<file path="src/sv/spd_pkg.sv">
// Shared types, codes and helpers for the session packet deframer.
package spd_pkg;

   typedef logic [2:0]  kind_type;
   typedef logic [2:0]  class_type;
   typedef logic [1:0]  phase_type;
   typedef logic [16:0] length_type;

   // Result kinds.
   localparam kind_type KIND_HEADER    = 3'd0;
   localparam kind_type KIND_PAYLOAD   = 3'd1;
   localparam kind_type KIND_ERROR     = 3'd2;
   localparam kind_type KIND_RETARGET  = 3'd3;
   localparam kind_type KIND_TRUNCATED = 3'd4;

   // Payload classes.
   localparam class_type CLASS_NAMES    = 3'd0;
   localparam class_type CLASS_NULL     = 3'd1;
   localparam class_type CLASS_ERROR    = 3'd2;
   localparam class_type CLASS_RETARGET = 3'd3;
   localparam class_type CLASS_MESSAGE  = 3'd4;
   localparam class_type CLASS_BAD      = 3'd5;

   // Packet type bytes.
   localparam logic [7:0] TYPE_MESSAGE  = 8'h00;
   localparam logic [7:0] TYPE_REQUEST  = 8'h81;
   localparam logic [7:0] TYPE_POSITIVE = 8'h82;
   localparam logic [7:0] TYPE_NEGATIVE = 8'h83;
   localparam logic [7:0] TYPE_RETARGET = 8'h84;
   localparam logic [7:0] TYPE_KEEPALIVE = 8'h85;

   // Parser phases.
   localparam phase_type PH_HEADER  = 2'd0;
   localparam phase_type PH_PAYLOAD = 2'd1;
   localparam phase_type PH_DROP    = 2'd2;

   // Retarget payload: four address bytes, then two port bytes.
   localparam logic [2:0] ADDR_BYTES    = 3'd4;
   localparam logic [2:0] RETARGET_SIZE = 3'd6;

   // Result queue depth.
   localparam int unsigned QDEPTH = 4;

   typedef struct packed {
      kind_type   result_kind;
      logic [7:0] packet_type;
      class_type  payload_class;
      logic [6:0] header_flags;
      length_type payload_length;
      logic [7:0] out_byte;
      logic [31:0] retarget_addr;
      logic [15:0] retarget_port;
      logic       last;
   } result_type;

   function automatic class_type classify(input logic [7:0] t);
      class_type c;
      unique case (t)
         TYPE_REQUEST:   c = CLASS_NAMES;
         TYPE_POSITIVE:  c = CLASS_NULL;
         TYPE_KEEPALIVE: c = CLASS_NULL;
         TYPE_NEGATIVE:  c = CLASS_ERROR;
         TYPE_RETARGET:  c = CLASS_RETARGET;
         TYPE_MESSAGE:   c = CLASS_MESSAGE;
         default:        c = CLASS_BAD;
      endcase
      return c;
   endfunction

   // Builds one result; header fields read as zero when hdr_valid is low.
   function automatic result_type make_result(
      input kind_type    kind,
      input logic        hdr_valid,
      input logic [7:0]  ptype,
      input class_type   pclass,
      input logic [6:0]  flags,
      input length_type  len,
      input logic [7:0]  obyte,
      input logic [31:0] addr,
      input logic [15:0] port,
      input logic        last);
      result_type r;
      r.result_kind    = kind;
      r.packet_type    = hdr_valid ? ptype  : 8'd0;
      r.payload_class  = hdr_valid ? pclass : CLASS_NAMES;
      r.header_flags   = hdr_valid ? flags  : 7'd0;
      r.payload_length = len;
      r.out_byte       = obyte;
      r.retarget_addr  = addr;
      r.retarget_port  = port;
      r.last           = last;
      return r;
   endfunction

endpackage

</file>
<file path="src/sv/spd_if.sv">
// Valid/ready channel interfaces for the deframer's byte input and results.
interface spd_req_if;
   logic       valid;
   logic       ready;
   logic [7:0] data_byte;
   logic       buffer_end;

   modport source (output valid, output data_byte, output buffer_end, input ready);
   modport sink   (input valid, input data_byte, input buffer_end, output ready);
endinterface

interface spd_rsp_if;
   logic                valid;
   logic                ready;
   spd_pkg::kind_type   result_kind;
   logic [7:0]          packet_type;
   spd_pkg::class_type  payload_class;
   logic [6:0]          header_flags;
   spd_pkg::length_type payload_length;
   logic [7:0]          out_byte;
   logic [31:0]         retarget_addr;
   logic [15:0]         retarget_port;
   logic                last;

   modport source (output valid, output result_kind, output packet_type,
                   output payload_class, output header_flags, output payload_length,
                   output out_byte, output retarget_addr, output retarget_port,
                   output last, input ready);
   modport sink   (input valid, input result_kind, input packet_type,
                   input payload_class, input header_flags, input payload_length,
                   input out_byte, input retarget_addr, input retarget_port,
                   input last, output ready);
endinterface

</file>
<file path="src/sv/session_packet_deframer_core.sv">
// Session packet deframer: header parser, payload classifier and result queue.
//
//   channel   | direction | carries
//   ----------+-----------+----------------------------------------------------
//   req_chan  | in        | one buffer byte per transaction, end-of-buffer flag
//   rsp_chan  | out       | one header, payload, error, retarget or truncation
//
// One byte is accepted per cycle while input ready is high; its parse and state update finish in that cycle.
// A byte yields zero, one or two results, which enter a four-entry result queue
// whose head entry drives rsp_chan.
// Input ready drops while the queue holds more than two results, so a byte that
// yields two results can stall the input, and a stalled result side holds
// the input back for as long as it stalls.
// Synchronous reset empties the queue and returns the parser to the header phase.
module session_packet_deframer_core (
   input logic clock,
   input logic reset,
   spd_req_if.sink   req_chan,
   spd_rsp_if.source rsp_chan
);
   import spd_pkg::*;

   // Parser state.
   phase_type   phase_ff, phase_in;
   logic [1:0]  hcount_ff, hcount_in;
   logic [7:0]  type_ff, type_in;
   logic [6:0]  flags_ff, flags_in;
   length_type  remain_ff, remain_in;
   class_type   class_ff, class_in;
   logic [2:0]  rcount_ff, rcount_in;
   logic [31:0] addr_ff, addr_in;
   logic [15:0] port_ff, port_in;

   // Result queue, head at entry zero.
   result_type  queue_ff [QDEPTH];
   result_type  queue_in [QDEPTH];
   logic [2:0]  count_ff, count_in;

   result_type  res [2];
   logic [1:0]  nres;
   logic        take;
   logic        pop;
   logic [7:0]  b;
   logic        bend;
   logic [2:0]  base;

   assign take = req_chan.valid && req_chan.ready;
   assign pop  = rsp_chan.valid && rsp_chan.ready;
   assign b    = req_chan.data_byte;
   assign bend = req_chan.buffer_end;

   assign req_chan.ready = (count_ff <= 3'(QDEPTH - 2));

   always_comb begin
      phase_in  = phase_ff;
      hcount_in = hcount_ff;
      type_in   = type_ff;
      flags_in  = flags_ff;
      remain_in = remain_ff;
      class_in  = class_ff;
      rcount_in = rcount_ff;
      addr_in   = addr_ff;
      port_in   = port_ff;
      res[0]    = '0;
      res[1]    = '0;
      nres      = 2'd0;

      if (take) begin
         if (phase_ff == PH_PAYLOAD) begin
            remain_in = remain_ff - 17'd1;
            if (class_ff == CLASS_NAMES || class_ff == CLASS_MESSAGE) begin
               res[0] = make_result(KIND_PAYLOAD, 1'b1, type_ff, class_ff, flags_ff,
                                    '0, b, 32'd0, 16'd0, remain_in == '0);
               nres   = 2'd1;
            end else if (class_ff == CLASS_ERROR && rcount_ff == 3'd0) begin
               addr_in = {24'd0, b};
            end else if (class_ff == CLASS_RETARGET) begin
               if (rcount_ff < ADDR_BYTES) begin
                  addr_in = {addr_ff[23:0], b};
               end else if (rcount_ff < RETARGET_SIZE) begin
                  port_in = {port_ff[7:0], b};
               end
            end
            if (rcount_ff < RETARGET_SIZE) begin
               rcount_in = rcount_ff + 3'd1;
            end
            if (remain_in == '0) begin
               // The error and retarget results are only reported once the
               // payload is complete.
               if (class_ff == CLASS_ERROR) begin
                  res[nres[0]] = make_result(KIND_ERROR, 1'b1, type_ff, class_ff, flags_ff,
                                             '0, addr_in[7:0], 32'd0, 16'd0, 1'b1);
                  nres = nres + 2'd1;
               end else if (class_ff == CLASS_RETARGET && rcount_in == RETARGET_SIZE) begin
                  res[nres[0]] = make_result(KIND_RETARGET, 1'b1, type_ff, class_ff,
                                             flags_ff, '0, 8'd0, addr_in, port_in, 1'b1);
                  nres = nres + 2'd1;
               end
               phase_in = PH_DROP;
            end else if (bend) begin
               res[nres[0]] = make_result(KIND_TRUNCATED, 1'b1, type_ff, class_ff, flags_ff,
                                          '0, 8'd0, 32'd0, 16'd0, 1'b1);
               nres = nres + 2'd1;
            end
         end else if (phase_ff == PH_HEADER) begin
            unique case (hcount_ff)
               2'd0: begin
                  type_in   = b;
                  hcount_in = 2'd1;
               end
               2'd1: begin
                  flags_in  = b[7:1];
                  remain_in = {b[0], 16'd0};
                  hcount_in = 2'd2;
               end
               2'd2: begin
                  remain_in = {remain_ff[16], b, 8'd0};
                  hcount_in = 2'd3;
               end
               default: begin
                  remain_in = {remain_ff[16:8], b};
                  hcount_in = 2'd0;
                  class_in  = classify(type_ff);
                  rcount_in = 3'd0;
                  addr_in   = 32'd0;
                  port_in   = 16'd0;
                  res[0] = make_result(KIND_HEADER, 1'b1, type_ff, class_in, flags_ff,
                                       remain_in, 8'd0, 32'd0, 16'd0, remain_in == '0);
                  nres   = 2'd1;
                  phase_in = (remain_in != '0) ? PH_PAYLOAD : PH_DROP;
                  if (bend && remain_in != '0) begin
                     res[1] = make_result(KIND_TRUNCATED, 1'b1, type_ff, class_in,
                                          flags_ff, '0, 8'd0, 32'd0, 16'd0, 1'b1);
                     nres   = 2'd2;
                  end
               end
            endcase
            // A buffer that ends inside the header gives a bare truncation.
            if (bend && phase_in == PH_HEADER && hcount_in != 2'd0) begin
               res[0] = make_result(KIND_TRUNCATED, 1'b0, type_in, class_in, flags_in,
                                    '0, 8'd0, 32'd0, 16'd0, 1'b1);
               nres   = 2'd1;
            end
         end
         if (bend) begin
            phase_in  = PH_HEADER;
            hcount_in = 2'd0;
         end
      end
   end

   always_comb begin
      queue_in = queue_ff;
      base     = count_ff;
      if (pop) begin
         for (int i = 0; i < QDEPTH - 1; i++) begin
            queue_in[i] = queue_ff[i + 1];
         end
         base = count_ff - 3'd1;
      end
      if (nres != 2'd0) begin
         queue_in[base[1:0]] = res[0];
      end
      if (nres == 2'd2) begin
         queue_in[base[1:0] + 2'd1] = res[1];
      end
      count_in = base + {1'b0, nres};
   end

   always_ff @(posedge clock) begin
      if (reset) begin
         phase_ff  <= PH_HEADER;
         hcount_ff <= 2'd0;
         type_ff   <= 8'd0;
         flags_ff  <= 7'd0;
         remain_ff <= '0;
         class_ff  <= CLASS_NAMES;
         rcount_ff <= 3'd0;
         addr_ff   <= 32'd0;
         port_ff   <= 16'd0;
         count_ff  <= 3'd0;
      end else begin
         phase_ff  <= phase_in;
         hcount_ff <= hcount_in;
         type_ff   <= type_in;
         flags_ff  <= flags_in;
         remain_ff <= remain_in;
         class_ff  <= class_in;
         rcount_ff <= rcount_in;
         addr_ff   <= addr_in;
         port_ff   <= port_in;
         count_ff  <= count_in;
      end
   end

   always_ff @(posedge clock) begin
      queue_ff <= queue_in;
   end

   assign rsp_chan.valid          = (count_ff != 3'd0);
   assign rsp_chan.result_kind    = queue_ff[0].result_kind;
   assign rsp_chan.packet_type    = queue_ff[0].packet_type;
   assign rsp_chan.payload_class  = queue_ff[0].payload_class;
   assign rsp_chan.header_flags   = queue_ff[0].header_flags;
   assign rsp_chan.payload_length = queue_ff[0].payload_length;
   assign rsp_chan.out_byte       = queue_ff[0].out_byte;
   assign rsp_chan.retarget_addr  = queue_ff[0].retarget_addr;
   assign rsp_chan.retarget_port  = queue_ff[0].retarget_port;
   assign rsp_chan.last           = queue_ff[0].last;

   // The queue never overfills.
   assert property (@(posedge clock) disable iff (reset) count_ff <= 3'(QDEPTH))
      else $error("result queue overflow");

   // Bytes past the packet length never produce a result.
   assert property (@(posedge clock) disable iff (reset)
      take && phase_ff == PH_DROP |-> nres == 2'd0)
      else $error("result produced in drop phase");

   // The retarget byte counter saturates at the retarget payload size.
   assert property (@(posedge clock) disable iff (reset) rcount_ff <= RETARGET_SIZE)
      else $error("retarget counter out of range");

   // An empty packet's header is its final result.
   assert property (@(posedge clock) disable iff (reset)
      rsp_chan.valid && rsp_chan.result_kind == KIND_HEADER &&
      rsp_chan.payload_length == '0 |-> rsp_chan.last)
      else $error("zero-length header not marked last");

endmodule
</file>
<file path="src/flat_wrapper.sv">
// flat-port wrapper written by rule: the top's interface ports become plain ports
module session_packet_deframer_core_flat import spd_pkg::*;
  (clock, reset, req_chan_valid, req_chan_data_byte, req_chan_buffer_end, req_chan_ready, rsp_chan_valid, rsp_chan_result_kind, rsp_chan_packet_type, rsp_chan_payload_class, rsp_chan_header_flags, rsp_chan_payload_length, rsp_chan_out_byte, rsp_chan_retarget_addr, rsp_chan_retarget_port, rsp_chan_last, rsp_chan_ready);
  spd_req_if req_chan_i ();
  spd_rsp_if rsp_chan_i ();
  input logic clock;
  input logic reset;
  input wire logic [$bits(req_chan_i.valid)-1:0] req_chan_valid;
  input wire logic [$bits(req_chan_i.data_byte)-1:0] req_chan_data_byte;
  input wire logic [$bits(req_chan_i.buffer_end)-1:0] req_chan_buffer_end;
  output wire logic [$bits(req_chan_i.ready)-1:0] req_chan_ready;
  output wire logic [$bits(rsp_chan_i.valid)-1:0] rsp_chan_valid;
  output wire logic [$bits(rsp_chan_i.result_kind)-1:0] rsp_chan_result_kind;
  output wire logic [$bits(rsp_chan_i.packet_type)-1:0] rsp_chan_packet_type;
  output wire logic [$bits(rsp_chan_i.payload_class)-1:0] rsp_chan_payload_class;
  output wire logic [$bits(rsp_chan_i.header_flags)-1:0] rsp_chan_header_flags;
  output wire logic [$bits(rsp_chan_i.payload_length)-1:0] rsp_chan_payload_length;
  output wire logic [$bits(rsp_chan_i.out_byte)-1:0] rsp_chan_out_byte;
  output wire logic [$bits(rsp_chan_i.retarget_addr)-1:0] rsp_chan_retarget_addr;
  output wire logic [$bits(rsp_chan_i.retarget_port)-1:0] rsp_chan_retarget_port;
  output wire logic [$bits(rsp_chan_i.last)-1:0] rsp_chan_last;
  input wire logic [$bits(rsp_chan_i.ready)-1:0] rsp_chan_ready;
  assign req_chan_i.valid = req_chan_valid;
  assign req_chan_i.data_byte = req_chan_data_byte;
  assign req_chan_i.buffer_end = req_chan_buffer_end;
  assign req_chan_ready = req_chan_i.ready;
  assign rsp_chan_valid = rsp_chan_i.valid;
  assign rsp_chan_result_kind = rsp_chan_i.result_kind;
  assign rsp_chan_packet_type = rsp_chan_i.packet_type;
  assign rsp_chan_payload_class = rsp_chan_i.payload_class;
  assign rsp_chan_header_flags = rsp_chan_i.header_flags;
  assign rsp_chan_payload_length = rsp_chan_i.payload_length;
  assign rsp_chan_out_byte = rsp_chan_i.out_byte;
  assign rsp_chan_retarget_addr = rsp_chan_i.retarget_addr;
  assign rsp_chan_retarget_port = rsp_chan_i.retarget_port;
  assign rsp_chan_last = rsp_chan_i.last;
  assign rsp_chan_i.ready = rsp_chan_ready;
  session_packet_deframer_core u_core (.clock(clock), .reset(reset), .req_chan(req_chan_i), .rsp_chan(rsp_chan_i));
endmodule
</file>
<file path="config.mk">
export PLATFORM = sky130hd
export DESIGN_NAME = session_packet_deframer_core_flat
export DESIGN_NICKNAME = d
export VERILOG_FILES = /design/src/sv/spd_pkg.sv /design/src/sv/spd_if.sv /design/src/sv/session_packet_deframer_core.sv /design/src/flat_wrapper.sv
export SDC_FILE = /design/constraint.sdc
export NUM_CORES = 1
export LEC_CHECK = 0
export BUFFER_PORTS_ARGS = -buffer_cell sky130_fd_sc_hd__clkbuf_2
export CELL_PAD_IN_SITES_DETAIL_PLACEMENT = 1
export CELL_PAD_IN_SITES_GLOBAL_PLACEMENT = 1
export CORE_MARGIN = 10
export CORE_UTILIZATION = 51
export CTS_CLUSTER_SIZE = 10
export DETAILED_ROUTE_END_ITERATION = 8
export PLACE_DENSITY_LB_ADDON = 0.1
export REMOVE_ABC_BUFFERS = 1
export SYNTH_ARGS = -nofsm -noshare
export SYNTH_HDL_FRONTEND = slang
export SYNTH_SLANG_ARGS = --single-unit
</file>
<file path="constraint.sdc">
create_clock -name clock -period 6.4 [get_ports clock]
set_clock_uncertainty 0.2 [all_clocks]
set_input_delay 0.32 -clock clock [delete_from_list [all_inputs] [get_ports clock]]
set_output_delay 0.32 -clock clock [all_outputs]
set_load 0.02 [all_outputs]
</file>
### Yosys cells after proc, flatten, opt, wreduce, memory -nomap -nowiden

Cells that the tools add are included.

* register bits: 473
* bits of input ports: 13
* logic and storage cells: 211

* add/sub/neg operators: 6
* bitwise gates (word level): 5
* magnitude comparators: 9
* reduce and logical (&&, ||, !) cells: 39
* eq/ne operators: 18
* multiplexer cells: 86

Operator list (count)
* $mux 190: 7
* $bwmux 380: 2
* $mux 380: 2
* $mux 95: 7
* $bwmux 190: 3
* $demux 95 s2: 2
* $mux 32: 9
* $mux 285: 1
* $mux 187: 1
* $mux 16: 10
* $demux 95 s1: 1
* $mux 93: 1
* $mux 2: 27
* $pmux 17 s3: 1
* $eq 8x8->1 const B: 5
* $logic_not 17->1: 2
* $mux 17: 2
* $mux 3: 7
* $reduce_bool 17->1: 1
* $sub 17x1->17 const B: 1
* $reduce_and 4->1: 4
* $pmux 3 s5: 1
* $reduce_and 3->1: 4
* $logic_and 1x1->1: 10
* 31 further kinds: 52

### Depth between registers and ports, before layout

Gate-level depths: netlist (run 1).

* depth in word-level cells: 20
* depth in mapped cells: 19
* depth with buffers taken out: 16

### Least setup slack after synthesis (run 1)

No wires, ideal clock.

* path type: flip-flop to flip-flop
* start point: register u_core.remain_ff[0]
* end point: register u_core.count_ff[2]
* data required time: 6.072 ns
* clock period less this slack: 4.104 ns
* cell stages (with the launch flop): 19
* arrival time: 3.777 ns
* slack: 2.296 ns
* path buffers: 3
* library setup time: 0.128 ns
* path through: dfxtp_1 > buf_6 > inv_1 > ha_1 > clkbuf_1 > nor3b_1 > nand4_1 > xnor2_1 > nor4_1 > and3_1 > buf_6 > o211ai_4 > inv_4 > ha_1 > inv_1 > fa_1 > xor2_1 > xnor2_1 > nor2_1

* cells in the longest elaborated chain, start to end: 6

RTL lines
* start, declared: RTL line session_packet_deframer_core.sv:28 `length_type remain_ff, remain_in;`
* start signal, assigned: RTL line session_packet_deframer_core.sv:187 `remain_ff <= remain_in;`
* $sub 17x1->17: RTL line session_packet_deframer_core.sv:70 `remain_in = remain_ff - 17'd1;`
* $logic_not 17->1: RTL line session_packet_deframer_core.sv:87 `if (remain_in == '0) begin`
* $mux 2: RTL line session_packet_deframer_core.sv:87
* $mux 2: RTL line session_packet_deframer_core.sv:69 `if (phase_ff == PH_PAYLOAD) begin`
* $mux 2: RTL line session_packet_deframer_core.sv:68 `if (take) begin`
* $add 3x2->3: RTL line session_packet_deframer_core.sv:167 `count_in = base + {1'b0, nres};`
* end signal, assigned: RTL line session_packet_deframer_core.sv:192 `count_ff <= count_in;`
* end, declared: RTL line session_packet_deframer_core.sv:37 `logic [2:0] count_ff, count_in;`

No other way between the ends.
A chain may end at the register's enable or synchronous reset.

==> impl_results.md, run 1 <==
* Hold Crit Class: in2reg
* Syn avg cell area at 8.58 sq um
* Synth area leaders: dfxtp_1, mux2i_1, nand2_1
* CP Max Fanout at 126
* Core area at 43100 sq um
* Total CTS buffers at 54
* RSZ-0062 raised after global routing: no
* GRT Util Overall at 24.9%
* Worst hold path depth at 4
* First-iteration detailed-routing DRC count at 1147
* CTS max path bufs at 3
* Post-Synthesis Cell Area at 22200 sq um
* Die height at 229 microns
* Dominant cell type by area after synthesis: dfxtp_1
* Setup bufs post-CTS at 0
* N_diodes at 0
* Status: finished, final reports clean
* Hold Vio Cnt, Final at 0
* Launch point of the worst hold path: rsp_chan_ready
* Critical path launch point type: flip-flop
* Effective utilization at floorplan at 51.6%
* Fillers at 5012
* Post-synth top area share at 42.6%
* Clk_lat worst skew at 600 ps
* Hold Path Sink: u_core.queue_ff[155]$_DFF_P_
* Reg clk slew, reported paths at 60 ps
* Min Hold Slack at 64.3 ps
* Pleak at 8.81 nW
* # setup viols final at 0
* YS warnings at 0
* Sequential area share after synthesis at 42.6%
* Cells resized by post-CTS repair at 0
* Maximum VDD drop at 0.354 mV
* Die area at 52400 sq um
* Slew headroom at 7.63%
* First-pass GRT wire length at 109000 microns
* # DRC at 0
* H-tree lvl count at 2
* Vias in the first global route at 19811
* Layout cells sized above 1 at 10.1%
* Initial antenna violation count at 0
* Placed Instance Area at 22300 sq um
* Crit path time final at 5170 ps
* Fin area at 23700 sq um
* R2R cell count at 13
* R2r startpoint: u_core.remain_ff[1]$_SDFFE_PP0P_
* Final net count at 2500
* Setup ws final at 1230 ps
* Num rows at 76
* DR vias at 18820
* Port buffer count at 109
* Register bit total from synthesis at 473
* TritonCTS clock tree: done
* Num ports at 110
* Area Overhead vs Synth at 6.60%
* Max_cap viols at 0
* Synth unique cells at 75
* Post-synthesis cell count at 2592
* Post-layout utilization of the core at 55.1%
* Final slew viol count at 0
* Clock sinks at 473
* Worst-Margin Slew at 1370 ps
* Setup WS pre-CTS at 1020 ps
* # hold bufs at CTS at 0
* HPWL Detailed at 39700 microns
* # placed instances at 2997
* Achievable Freq at 0.193 GHz
* Critical Path Sink Type: flip-flop
* WL per Instance at 21.9 microns
* Flop-to-flop setup slack at 1230 ps
* CP Class: reg2reg
* Ys async rst share at 0%
* Total gr overflow at 0
* Clk root buf: clkbuf_16
* DRT antenna net count at 0
* P per Cell Area at 466 nW/um^2
* Routability cong. at 0.918
* Period Utilization, post-route at 80.8%
* Count leader, synth: dfxtp_1
* Number of flops mapped to enable cells by yosys at 0
* Pin count of the biggest net entering global routing at 159
* Non-filler cells, final at 3062
* Pwr Total at 11.0 mW
* Crit path from: u_core.remain_ff[1]$_SDFFE_PP0P_
* Routed wire length at 67100 microns
* Vias per cell at 6.15
* Post-synth top cells: dfxtp_1, nand2_1, nor2_1
* Setup TNS at 0 ps
* Drt first pass iters at 5
* Die W at 229 microns
* Critical path data arrival time at 5470 ps
* Top FF cell, synth: dfxtp_1
* Worst Path Required at 6700 ps
* Worst R2R End: u_core.queue_ff[212]$_DFF_P_
final cells by class:
class	count	area, sq um	area share, %
inverters	22	87.6	0.369
well taps	585	732	3.09
multi-input cells	1772	11100	46.7
flip-flops and latches	473	9470	39.9
repair buffers	145	916	3.86
clock buffers	61	1380	5.81
clock inverters	4	56.3	0.237
kinds of logic (layout without fill, tap and decap cells):
family / after synthesis / in the layout / share of synthesized area [%]
compound gates: 669 / 669 / 20.9
buf+inv: 347 / 232 / 8.07
xor+xnor: 12 / 12 / 0.472
simple gates: 822 / 822 / 15.6
flops: 473 / 473 / 42.6
mux: 250 / 250 / 11.3
fa+ha+maj: 19 / 19 / 1.10
layout by cell type (no fill, tap or decap), types with 4 or more instances in the layout:
master	n
nor3b_1	4
a211oi_1	178
o21ai_0	59
nor2_1	322
nand2_1	357
ha_1	18
clkbuf_16	54
mux2i_1	245
and3_1	13
nor2b_1	5
clkbuf_1	7
a311oi_1	52
buf_12	8
a31o_2	8
a22oi_1	60
a22o_1	15
nand4_1	5
o31ai_1	8
nand3_1	39
nand2b_1	7
xnor2_1	7
xor2_1	5
nor3_1	19
a31oi_1	8
dfxtp_1	473
a32o_1	8
o22ai_4	4
clkbuf_2	108
inv_1	19
o22ai_1	5
nor4_1	10
mux2_2	5
buf_4	28
o2bb2ai_1	45
nor3_4	4
a21oi_1	188
registers in the layout (all words and copies together), names as in the netlist, 3 cells and up:
register / flops
u_core.rsp_chan.payload_class: 3
u_core.remain_ff: 17
u_core.rsp_chan.header_flags: 7
u_core.queue_ff: 285
u_core.port_ff: 16
u_core.rsp_chan.payload_length: 17
u_core.addr_ff: 32
u_core.rsp_chan.retarget_addr: 32
u_core.flags_ff: 7
u_core.class_ff: 3
u_core.rsp_chan.packet_type: 8
u_core.count_ff: 3
u_core.type_ff: 8
u_core.rsp_chan.out_byte: 8
u_core.rsp_chan.result_kind: 3
u_core.rsp_chan.retarget_port: 16
u_core.rcount_ff: 3
worst max path at each step:
stage	endpoint	cells past startpoint	slack, ps
3_5_place_dp	u_core.queue_ff[251]$_DFF_P_	11	1020
6_report	u_core.queue_ff[212]$_DFF_P_	13	1230
4_1_cts	u_core.queue_ff[251]$_DFF_P_	13	1330
5_1_grt	u_core.queue_ff[253]$_DFF_P_	13	770
2_1_floorplan	u_core.queue_ff[187]$_DFF_P_	9	-9200
3_3_place_gp	u_core.queue_ff[252]$_DFF_P_	11	1180
power breakdown:
group / internal, mW / total, mW / switching, mW
combinational: 1.67 / 4.13 / 2.46
sequential: 3.73 / 4.21 / 0.477
clock: 1.53 / 2.70 / 1.17
per-layer routing:
layer / track usage [%] / vias up / share of wire [%] / routed length (microns)
li1: - / 8855 / - / -
met1: 31.4 / 9545 / 45 / 30200
met2: 43.9 / 348 / 49 / 33100
met3: 3.82 / 72 / 3.9 / 2640
met4: 5.59 / 0 / 1.7 / 1130
met5: 0 / - / 0 / 0
critical path, cell delays in order, from the launching register on:
cell and delay (ps):
dfxtp_1 370, inv_1 110, ha_1 320, nor3b_1 660, nand4_1 210, xnor2_1 230, nor4_1 650, a31oi_1 190
a211o_1 460, inv_4 240, a21o_4 400, buf_12 490, nor2_1 90, a211oi_1 270
Power figures use the tool's default switching activity.
==> inputs of run 2 (changes only) <==
--- a/config.mk
+++ b/config.mk
@@ -9,7 +9,7 @@
 export CELL_PAD_IN_SITES_DETAIL_PLACEMENT = 1
 export CELL_PAD_IN_SITES_GLOBAL_PLACEMENT = 1
 export CORE_MARGIN = 10
-export CORE_UTILIZATION = 51
+export CORE_UTILIZATION = 47
 export CTS_CLUSTER_SIZE = 10
 export DETAILED_ROUTE_END_ITERATION = 8
 export PLACE_DENSITY_LB_ADDON = 0.1
==> constraint.sdc (replaced) <==
create_clock -name clock -period 5.1 [get_ports clock]
set_clock_uncertainty 0.2 [all_clocks]
set_input_delay 0.255 -clock clock [delete_from_list [all_inputs] [get_ports clock]]
set_output_delay 0.255 -clock clock [all_outputs]
set_load 0.02 [all_outputs]
==> run 2 against run 1 <==
  * Sequential share of layout area shrank 0.51 points
  * Wire length is 0.79% higher
  * Non-clock buffer count rose by 27
  * Final cell count increased by 1.7%
  * Sequential cell count is the same
  * Design area up 1.3%
  * Fmax rose by 14%
  * Critical path depth stayed put
  * Register-to-register slack got worse by 680 ps
  * Critical path type unchanged
==> impl_results.md, run 2 (same netlist as run 1, synthesis figures left out) <==
* # setup viols final at 0
* First-pass GRT wire length at 109000 microns
* Switching pwr at 5.21 mW
* Top reg by flops: u_core.queue_ff
* First-iteration detailed-routing DRC count at 1314
* Register area at 9470 sq um
* Critical Path Max Stage Delay at 760 ps
* Num ports at 110
* Area of the multi-input gates at 11100 sq um
* Routability cong. at 0.917
* Worst Path Required at 5350 ps
* Crit path time final at 4560 ps
* Critical Path Sink Type: flip-flop
* Routed wire length at 67600 microns
* Setup WS pre-CTS at 219 ps
* Worst path cell trace: nor4_1, nand4_1, nor4_1, nor2_1, a31oi_1, o211ai_4, inv_4, ha_1, inv_1, fa_1, xor2_1, xnor2_1, nor2_1
* Maximum VDD drop at 0.310 mV
* Total CTS buffers at 54
* Max_cap viols at 0
* Max reg flops at 285
* Most common cell after layout, fill and taps aside: dfxtp_1
* Fin area at 24000 sq um
* Critical path's slowest cell: nor4_1
* Launch point of the worst hold path: req_chan_data_byte[7]
* Drt first pass iters at 5
* DRT antenna net count at 0
* Seq pwr share at 37.9%
* Port buffer count at 109
* Clock sinks at 473
* P per Cell Area at 581 nW/um^2
* Layout cells sized above 1 at 11.1%
* N_diodes at 0
* Switching share of power at 37.3%
* Most frequent cells in the layout: dfxtp_1, nand2_1, nor2_1
* Clk_lat worst skew at 610 ps
* Hold Crit Class: in2reg
* Vias in the first global route at 19309
* Die height at 238 microns
* R2R cell count at 13
* CP Class: reg2reg
* Total gr overflow at 0
* Slew headroom at 18.7%
* GRT Util Overall at 23.3%
* Status: finished, final reports clean
* Die W at 238 microns
* Die area at 56400 sq um
* Critical path launch point type: flip-flop
* Reg clk slew, reported paths at 60 ps
* Worst-Margin Slew at 1210 ps
* Crit path from: u_core.remain_ff[8]$_SDFFE_PP0P_
* Area Overhead vs Synth at 7.99%
* Worst hold path depth at 4
* Num rows at 79
* Pleak at 8.97 nW
* Internal at 8.76 mW
* Clk root buf: clkbuf_16
* WL per Instance at 21.7 microns
* Vias per cell at 6.02
* Critical path data arrival time at 4810 ps
* # DRC at 0
* Final slew viol count at 0
* CTS max path bufs at 3
* Effective utilization at floorplan at 47.7%
* DR vias at 18740
* Fillers at 5431
* Placed Instance Area at 22500 sq um
* Logic pwr share at 37.4%
* CP Max Fanout at 13
* Post-layout utilization of the core at 51.5%
* Final net count at 2527
* TritonCTS clock tree: done
* HPWL Detailed at 41700 microns
* Clock Power Share at 24.7%
* Core area at 46700 sq um
* Achievable Freq at 0.220 GHz
* Initial antenna violation count at 1
* Period Utilization, post-route at 89.3%
* RSZ-0062 raised after global routing: no
* Pwr Total at 14.0 mW
* Setup bufs post-CTS at 0
* R2r startpoint: u_core.remain_ff[8]$_SDFFE_PP0P_
* Pin count of the biggest net entering global routing at 117
* Setup ws final at 544 ps
* Hold Vio Cnt, Final at 0
* H-tree lvl count at 2
==> run 2: power groups by stage <==
stage | Sequential, mW | Clock, mW | Combinational (mW)
floorplan | 5.50 | 0 | 3.29
global placement | 5.32 | 0 | 5.01
detailed placement | 5.35 | 0 | 5.19
CTS | 5.29 | 3.53 | 5.25
global route | 5.39 | 3.68 | 5.74
finish | 5.29 | 3.45 | 5.23
==> run 2: critical path: cells and delay by family, from the launching register on <==
family | cells | cell delay (ps)
simple gates | 5 | 1890
fa+ha+maj | 2 | 630
compound gates | 2 | 570
flops | 1 | 480
xor+xnor | 2 | 350
buf+inv | 2 | 290
==> run 2: repair_timing <==
action | CTS | global route
endpoints found under the setup margin | 0 | 173
endpoints found under the hold margin | 8 | 0
gates resized for setup | 0 | 2
hold buffers | 4 | 0
==> run 2: final cells by class <==
type,instances,area share (%)
Clock buffer,63,5.98
Multi-Input combinational cell,1772,46.1
Sequential cell,473,39.4
Inverter,22,0.365
Clock inverter,4,0.161
Tap cell,607,3.16
Timing Repair Buffer,172,4.80
==> run 2: path summary, 6_finish.rpt <==
kind / end / slack, ps
max reg2reg: u_core.count_ff[2]$_SDFF_PP0_ / 540
min: u_core.queue_ff[64]$_DFF_P_ / 50
min reg2reg: u_core.queue_ff[5]$_DFF_P_ / 250
max: u_core.count_ff[2]$_SDFF_PP0_ / 540
==> run 2: metal layers <==
metal | GRT usage (%) | up-vias | part of all wire, %
met3 | 3.85 | 80 | 4.2
met5 | 0 | - | 0.019
met4 | 5.30 | 2 | 1.7
li1 | - | 8898 | -
met1 | 30.6 | 9419 | 46
met2 | 39.4 | 341 | 48
==> run 2: metrics by stage <==
stage	cells	hold slack (ps)	setup TNS (ps)
2_1_floorplan	2267	122	-3235510
3_3_place_gp	3042	237	0
5_1_grt	3113	53.4	0
4_1_cts	3113	29.9	0
3_5_place_dp	3042	246	0
6_report	3113	48.5	0
